### config.mk
export PLATFORM = sky130hd
export DESIGN_NAME = mmh_cmp
export DESIGN_NICKNAME = d
export VERILOG_FILES = /design/src/rtl/mmh_cmp.sv
export SDC_FILE = /design/constraint.sdc
export NUM_CORES = 1
export LEC_CHECK = 0
export BUFFER_PORTS_ARGS = -buffer_cell sky130_fd_sc_hd__buf_2
export CAP_MARGIN = 5
export CORE_AREA = 2 2 46 48
export DETAILED_ROUTE_END_ITERATION = 7
export DIE_AREA = 0 0 48 50
export PLACE_DENSITY = 0.87
export SYNTH_ARGS = -nofsm -noshare
export SYNTH_HDL_FRONTEND = slang
export SYNTH_SLANG_ARGS = --single-unit
### constraint.sdc
create_clock -name vclk -period 2.6
set_clock_uncertainty 0.15 [all_clocks]
set_input_delay 0.26 -clock vclk [all_inputs]
set_output_delay 0.26 -clock vclk [all_outputs]
set_load 0.05 [all_outputs]
### src/rtl/mmh_cmp.sv
// Shared key comparator: tells whether a key ranks ahead of another on a level.
module mmh_cmp #(
    parameter int KW = 32
) (
    input  logic [KW-1:0] a,
    input  logic [KW-1:0] b,
    input  logic          max_order,
    output logic          ahead
);

    logic gt;
    logic lt;

    assign gt    = a > b;
    assign lt    = a < b;
    assign ahead = max_order ? gt : lt;

endmodule

==> results.md, run 1 <==
| Result | This run | Unit |
| --- | --- | --- |
| Result of the run | completed | - |
| Area of the core | 1900 | um2 |
| Hold endpoint | ahead | - |
| Leakage Power | 0.784 | nW |
| Count of vias placed by the detailed router | 1013 | - |
| Remaining global-route overflow | 0 | - |
| Critical path start-end classification | input port to output port | - |
| Sequential cell area in the final layout | 0 | um2 |
| Antenna-violating nets left | 0 | - |
| Drt first-iter violations | 3 | - |
| Wire length per cell | 9.22 | um |
| Top cells by area, synth | sky130_fd_sc_hd__ha_1, sky130_fd_sc_hd__inv_1, sky130_fd_sc_hd__a21oi_1, sky130_fd_sc_hd__nand2_1, sky130_fd_sc_hd__nand3_1 | - |
| Largest stage delay on the critical path | 310 | ps |
| Worst supply voltage drop on vdd | 0.0676 | mV |
| Share of total power in combinational logic | 100.0 | % |
| Critical path capture point type | output port | - |
| Final Setup Violations | 0 | - |
| Instance count of the mapped netlist | 118 | - |
| Max Cap Violations | 0 | - |
| Clock buffers | 0 | - |
| Area delta synth->final | 48.2 | % |
| Cts hold-fix bufs | 0 | - |
| Max-slew violation total from the final report | 0 | - |
| Utilization of the core after routing | 63.3 | % |
| Share of the synthesized area in the top cell type | 49.3 | % |
| Maximum number of pins on one net before global-route repair | 4 | - |
| Post-synthesis sequential area ratio | 0 | % |
| Critical path startpoint category | input port | - |
| Floorplan die area | 2400 | um2 |
| Cell-by-cell trace of the critical path | buf_2 -> ha_1 -> nand4_1 -> nor2_1 -> a221o_1 -> a211oi_1 -> o21ai_1 -> mux2i_2 -> clkbuf_4 | - |
| Pre-CTS WS | 101 | ps |
| Number of core rows | 16 | - |
| Switching power total | 0.0833 | mW |
| Worst min-delay path category | input port to output port | - |
| CP max-delay cell | sky130_fd_sc_hd__ha_1 | - |
| Buffers on Ports | 66 | - |
| Source of the worst hold timing path | max_order | - |
| Multi-input gate area | 713 | um2 |
| Diode insertion count for antenna repair | 0 | - |
| Final setup margin | 149 | ps |
| Worst max-slew margin expressed relative to the limit | 81.3 | % |
| First-pass GRT wire length | 3.32 | mm |
| Number of design rule violations left after detail routing | 0 | - |
| Internal power summed over all cells | 0.0876 | mW |
| Gr usage total | 17.3 | % |
| Final worst path period need | 2450 | ps |
| Pwr Density | 142 | nW/um2 |
| Fill count | 187 | - |
| Placed instance area | 1180 | um2 |
| Routability congestion estimate | 0.780 | - |
| Vias in the first global route | 1013 | - |
| Largest area contributor in the synthesized netlist | sky130_fd_sc_hd__ha_1 | - |
| Switching share of total power | 48.7 | % |
| Final design area excluding fillers | 1200 | um2 |
| Crit path buf inv count | 2 | - |
| Final wirelength | 1.95 | mm |
| Slew @ Worst Pin | 278 | ps |
| Crit path arrival time | 2040 | ps |
| Drt first pass iters | 3 | - |
| Critical path peak fanout | 3 | - |
| Final hold violation count | 0 | - |
| Post-CTS Setup Bufs | 0 | - |
| Post-route clock period utilization | 94.3 | % |
| Library cells used by synthesis | 16 | - |
| Number of nets in the final layout | 283 | - |
| Via density per instance | 4.80 | - |
| Share of post-route cells with drive strength above 1 | 38.6 | % |
| HPWL reported at the end of detailed placement | 1.90 | mm |
| Hold path depth | 3 | - |
| Die height | 50 | um |
| Number of warnings reported in the yosys synthesis log | 0 | - |
| Chip width | 48 | um |
| Sequential power share | 0 | % |
| Worst path required time | 2190 | ps |
| Average instance area after synthesis | 6.88 | um2 |
| Peak Freq | 408 | MHz |
| Synth Cell Area | 812 | um2 |
| Top-Level Pins | 66 | - |
| Sequential cell count | 0 | - |
| Cell family contributing the most delay on the critical path | compound AO/OA/AOI/OAI gates | - |
| Antenna violations before repair | 0 | - |
| Post-synth net total | 215 | - |
| Initial standard-cell utilization of the core | 42.7 | % |
| Clock network fraction of design power | 0 | % |
-- cells by family (layout without fill, tap and decap cells) --
logic type	Yosys count	after routing	synth area share [%]
AOI/OAI and AO/OA	26	26	19.6
muxes	1	1	1.23
buffers and inverters	33	99	15.3
adders and majority gates	32	32	49.3
and+or+nand+nor	26	26	14.6
-- cells in the final DEF, fill, tap and decap left out, types with 2 or more instances in the layout --
master,n
sky130_fd_sc_hd__nand3_1,5
sky130_fd_sc_hd__o21ai_0,5
sky130_fd_sc_hd__nor2_1,4
sky130_fd_sc_hd__nand4_1,4
sky130_fd_sc_hd__buf_2,65
sky130_fd_sc_hd__a221o_1,2
sky130_fd_sc_hd__inv_1,33
sky130_fd_sc_hd__ha_1,32
sky130_fd_sc_hd__a21oi_1,13
sky130_fd_sc_hd__a21o_1,2
sky130_fd_sc_hd__nand2_1,11
-- cell type report --
cell class                      instances  share of cell area (%)
Multi-Input combinational cell         85                    59.3
Timing Repair Buffer                   66                    27.7
Inverter                               33                    10.3
Tap cell                               27                    2.81
-- worst max-delay path by stage --
stage	depth (start not counted)	slack, ps	from	end
after global routing	9	-40	b[14]	ahead
after CTS	9	100	b[14]	ahead
after floorplan	8	210	b[30]	ahead
final	9	150	a[14]	ahead
after detailed placement	9	100	b[14]	ahead
after global placement	8	170	a[14]	ahead
-- power groups by stage --
stage	Sequential (mW)	Clock, mW	Combinational (mW)
detailed placement	0	0	0.168
CTS	0	0	0.169
floorplan	0	0	0.0967
global placement	0	0	0.160
finish	0	0	0.171
global route	0	0	0.200
-- timing repair --
item                                    4_1_cts  5_1_grt
endpoints found under the hold margin         0        0
endpoints found under the setup margin        0        1
gates resized for setup                       0        4
-- per-layer routing --
layer	part of all wire [%]	GRT usage, %	wire length (um)	vias up
li1	-	-	-	536
met4	0	0	0	0
met5	0	0	0	-
met2	56	39.8	1080	39
met3	8.2	0.733	159	0
met1	36	14.8	704	438
-- per-stage QoR --
step                setup TNS [ps]  hold slack [ps]  power, mW  cells
global route                 -35.7              782      0.200    211
CTS                              0              753      0.169    211
finish                           0              750      0.171    211
global placement                 0              748      0.160    211
detailed placement               0              753      0.168    211
floorplan                        0              556     0.0967    118
-- cells in the mapped netlist, drive strengths merged --
cell type,instances
nand2,11
mux2i,1
a21oi,14
o21ai,6
nor2,4
ha,32
a21o,2
a211oi,2
nand3,5
a221o,2
nand4,4
nor4,2
inv,33
Note: power is estimated with default switching activity, not from simulation.
==> run 2, diff against run 1 <==
Settings changed: BUFFER_PORTS_ARGS -buffer_cell sky130_fd_sc_hd__buf_2 to -buffer_cell sky130_fd_sc_hd__buf_4.
==> run 2 against run 1 <==
Global-route usage up 1.9 points; routed wire length increased by 7.5%; cell count stayed put; die area stayed put; largest power group unchanged; via count is essentially flat; critical path type unchanged; flip-flop and latch count unchanged; hold slack got worse by 43 ps; power rose by 13%; critical path depth fell by 1; final area rose by 12%; utilization is 7.4 points higher; clock-buffer cell count unchanged.
==> results.md, run 2 (synthesis gave the netlist of run 1 again) <==
| Result | This run | Unit |
| --- | --- | --- |
| Worst path required time | 2190 | ps |
| Remaining global-route overflow | 0 | - |
| Post-CTS Setup Bufs | 0 | - |
| Setup repair after global routing missed its margin | no | - |
| Utilization of the core after routing | 70.7 | % |
| Worst supply voltage drop on vdd | 0.0745 | mV |
| Most common cell after layout, fill and taps aside | sky130_fd_sc_hd__buf_4 | - |
| Share of post-route cells with drive strength above 1 | 37.5 | % |
| Vias in the first global route | 1030 | - |
| Sequential cell count | 0 | - |
| Highest-count cells in the layout ignoring fill and taps | sky130_fd_sc_hd__buf_4, sky130_fd_sc_hd__inv_1, sky130_fd_sc_hd__ha_1 | - |
| Area of the core | 1900 | um2 |
| Worst max-slew margin expressed relative to the limit | 70.2 | % |
| Number of nets in the final layout | 283 | - |
| Final hold violation count | 0 | - |
| Critical path start-end classification | input port to output port | - |
| Number of design rule violations left after detail routing | 0 | - |
| Source of the worst hold timing path | max_order | - |
| Diode insertion count for antenna repair | 0 | - |
| Initial standard-cell utilization of the core | 42.7 | % |
| Final wirelength | 2.09 | mm |
| Final setup margin | 139 | ps |
| Max-slew violation total from the final report | 0 | - |
| Die height | 50 | um |
| Top-Level Pins | 66 | - |
| Count of vias placed by the detailed router | 1012 | - |
| Wire length per cell | 9.91 | um |
| Routability congestion estimate | 0.777 | - |
| Worst hold slack | 707 | ps |
| Critical path peak fanout | 3 | - |
| Pre-CTS WS | 118 | ps |
| Drt first pass iters | 3 | - |
| Crit path arrival time | 2050 | ps |
| Final worst path period need | 2460 | ps |
| Peak Freq | 406 | MHz |
| Critical path startpoint category | input port | - |
| Worst min-delay path category | input port to output port | - |
| Crit path launch | a[14] | - |
| Area delta synth->final | 65.6 | % |
| Maximum number of pins on one net before global-route repair | 4 | - |
| HPWL reported at the end of detailed placement | 2.05 | mm |
| Antenna-violating nets left | 0 | - |
| Clock buffers | 0 | - |
| Fill count | 168 | - |
| Resized cells post-CTS | 0 | - |
| First-pass GRT wire length | 3.62 | mm |
| Buffers on Ports | 66 | - |
| Result of the run | completed | - |
| Gr usage total | 19.2 | % |
| Critical path capture point type | output port | - |
| Slew @ Worst Pin | 443 | ps |
| Leakage Power | 0.832 | nW |
| Max Cap Violations | 0 | - |
| Cts hold-fix bufs | 0 | - |
| Floorplan die area | 2400 | um2 |
| Antenna violations before repair | 0 | - |
| Drt first-iter violations | 3 | - |
| Pwr Density | 144 | nW/um2 |
| Count of placed standard cells including taps | 211 | - |
| Cell Count, Final, Fillers Out | 211 | - |
| Chip width | 48 | um |
| Post-route clock period utilization | 94.7 | % |
| Final Setup Violations | 0 | - |
| Final total negative setup slack | 0 | ps |
| Via density per instance | 4.80 | - |
| Sequential cell area in the final layout | 0 | um2 |
| Number of core rows | 16 | - |
[run 2: changes by cell type in the layout (fill, tap and decap cells not counted), sizes merged]
cell and change:
buf +1, clkbuf -1
[run 2: worst paths after layout]
path	endpoint	slack [ps]	cells past startpoint
worst min-delay path	ahead	710	3
worst max-delay path	ahead	140	8
[run 2: metrics by stage]
stage / instance area, um2 / power (mW)
after global placement: 1350 / 0.188
final: 1350 / 0.194
after detailed placement: 1350 / 0.196
after floorplan: 816 / 0.0967
after CTS: 1350 / 0.197
after global routing: 1350 / 0.223
[run 2: cell type report]
cell class	instances	area [um2]	area share (%)
Multi-Input combinational cell	85	692	51.4
Timing Repair Buffer	66	495	36.8
Inverter	33	124	9.21
Tap cell	27	33.8	2.51
[run 2: critical path: stages]
cell,delay [ps]
sky130_fd_sc_hd__buf_4,110
sky130_fd_sc_hd__ha_1,310
sky130_fd_sc_hd__nand4_1,160
sky130_fd_sc_hd__nor4_1,440
sky130_fd_sc_hd__a211oi_1,150
sky130_fd_sc_hd__o21ai_1,190
sky130_fd_sc_hd__mux2i_2,210
sky130_fd_sc_hd__buf_4,220
[run 2: routing by layer]
| metal | wire length, um | GRT usage (%) |
|---|---|---|
| met5 | 0 | 0 |
| met4 | 14 | 2.70 |
| met3 | 149 | 1.47 |
| met2 | 1180 | 38.9 |
| met1 | 742 | 19.8 |
[run 2: report_power, final]
part	internal [mW]	switching, mW
combinational	0.114	0.0796
clock	0	0
sequential	0	0
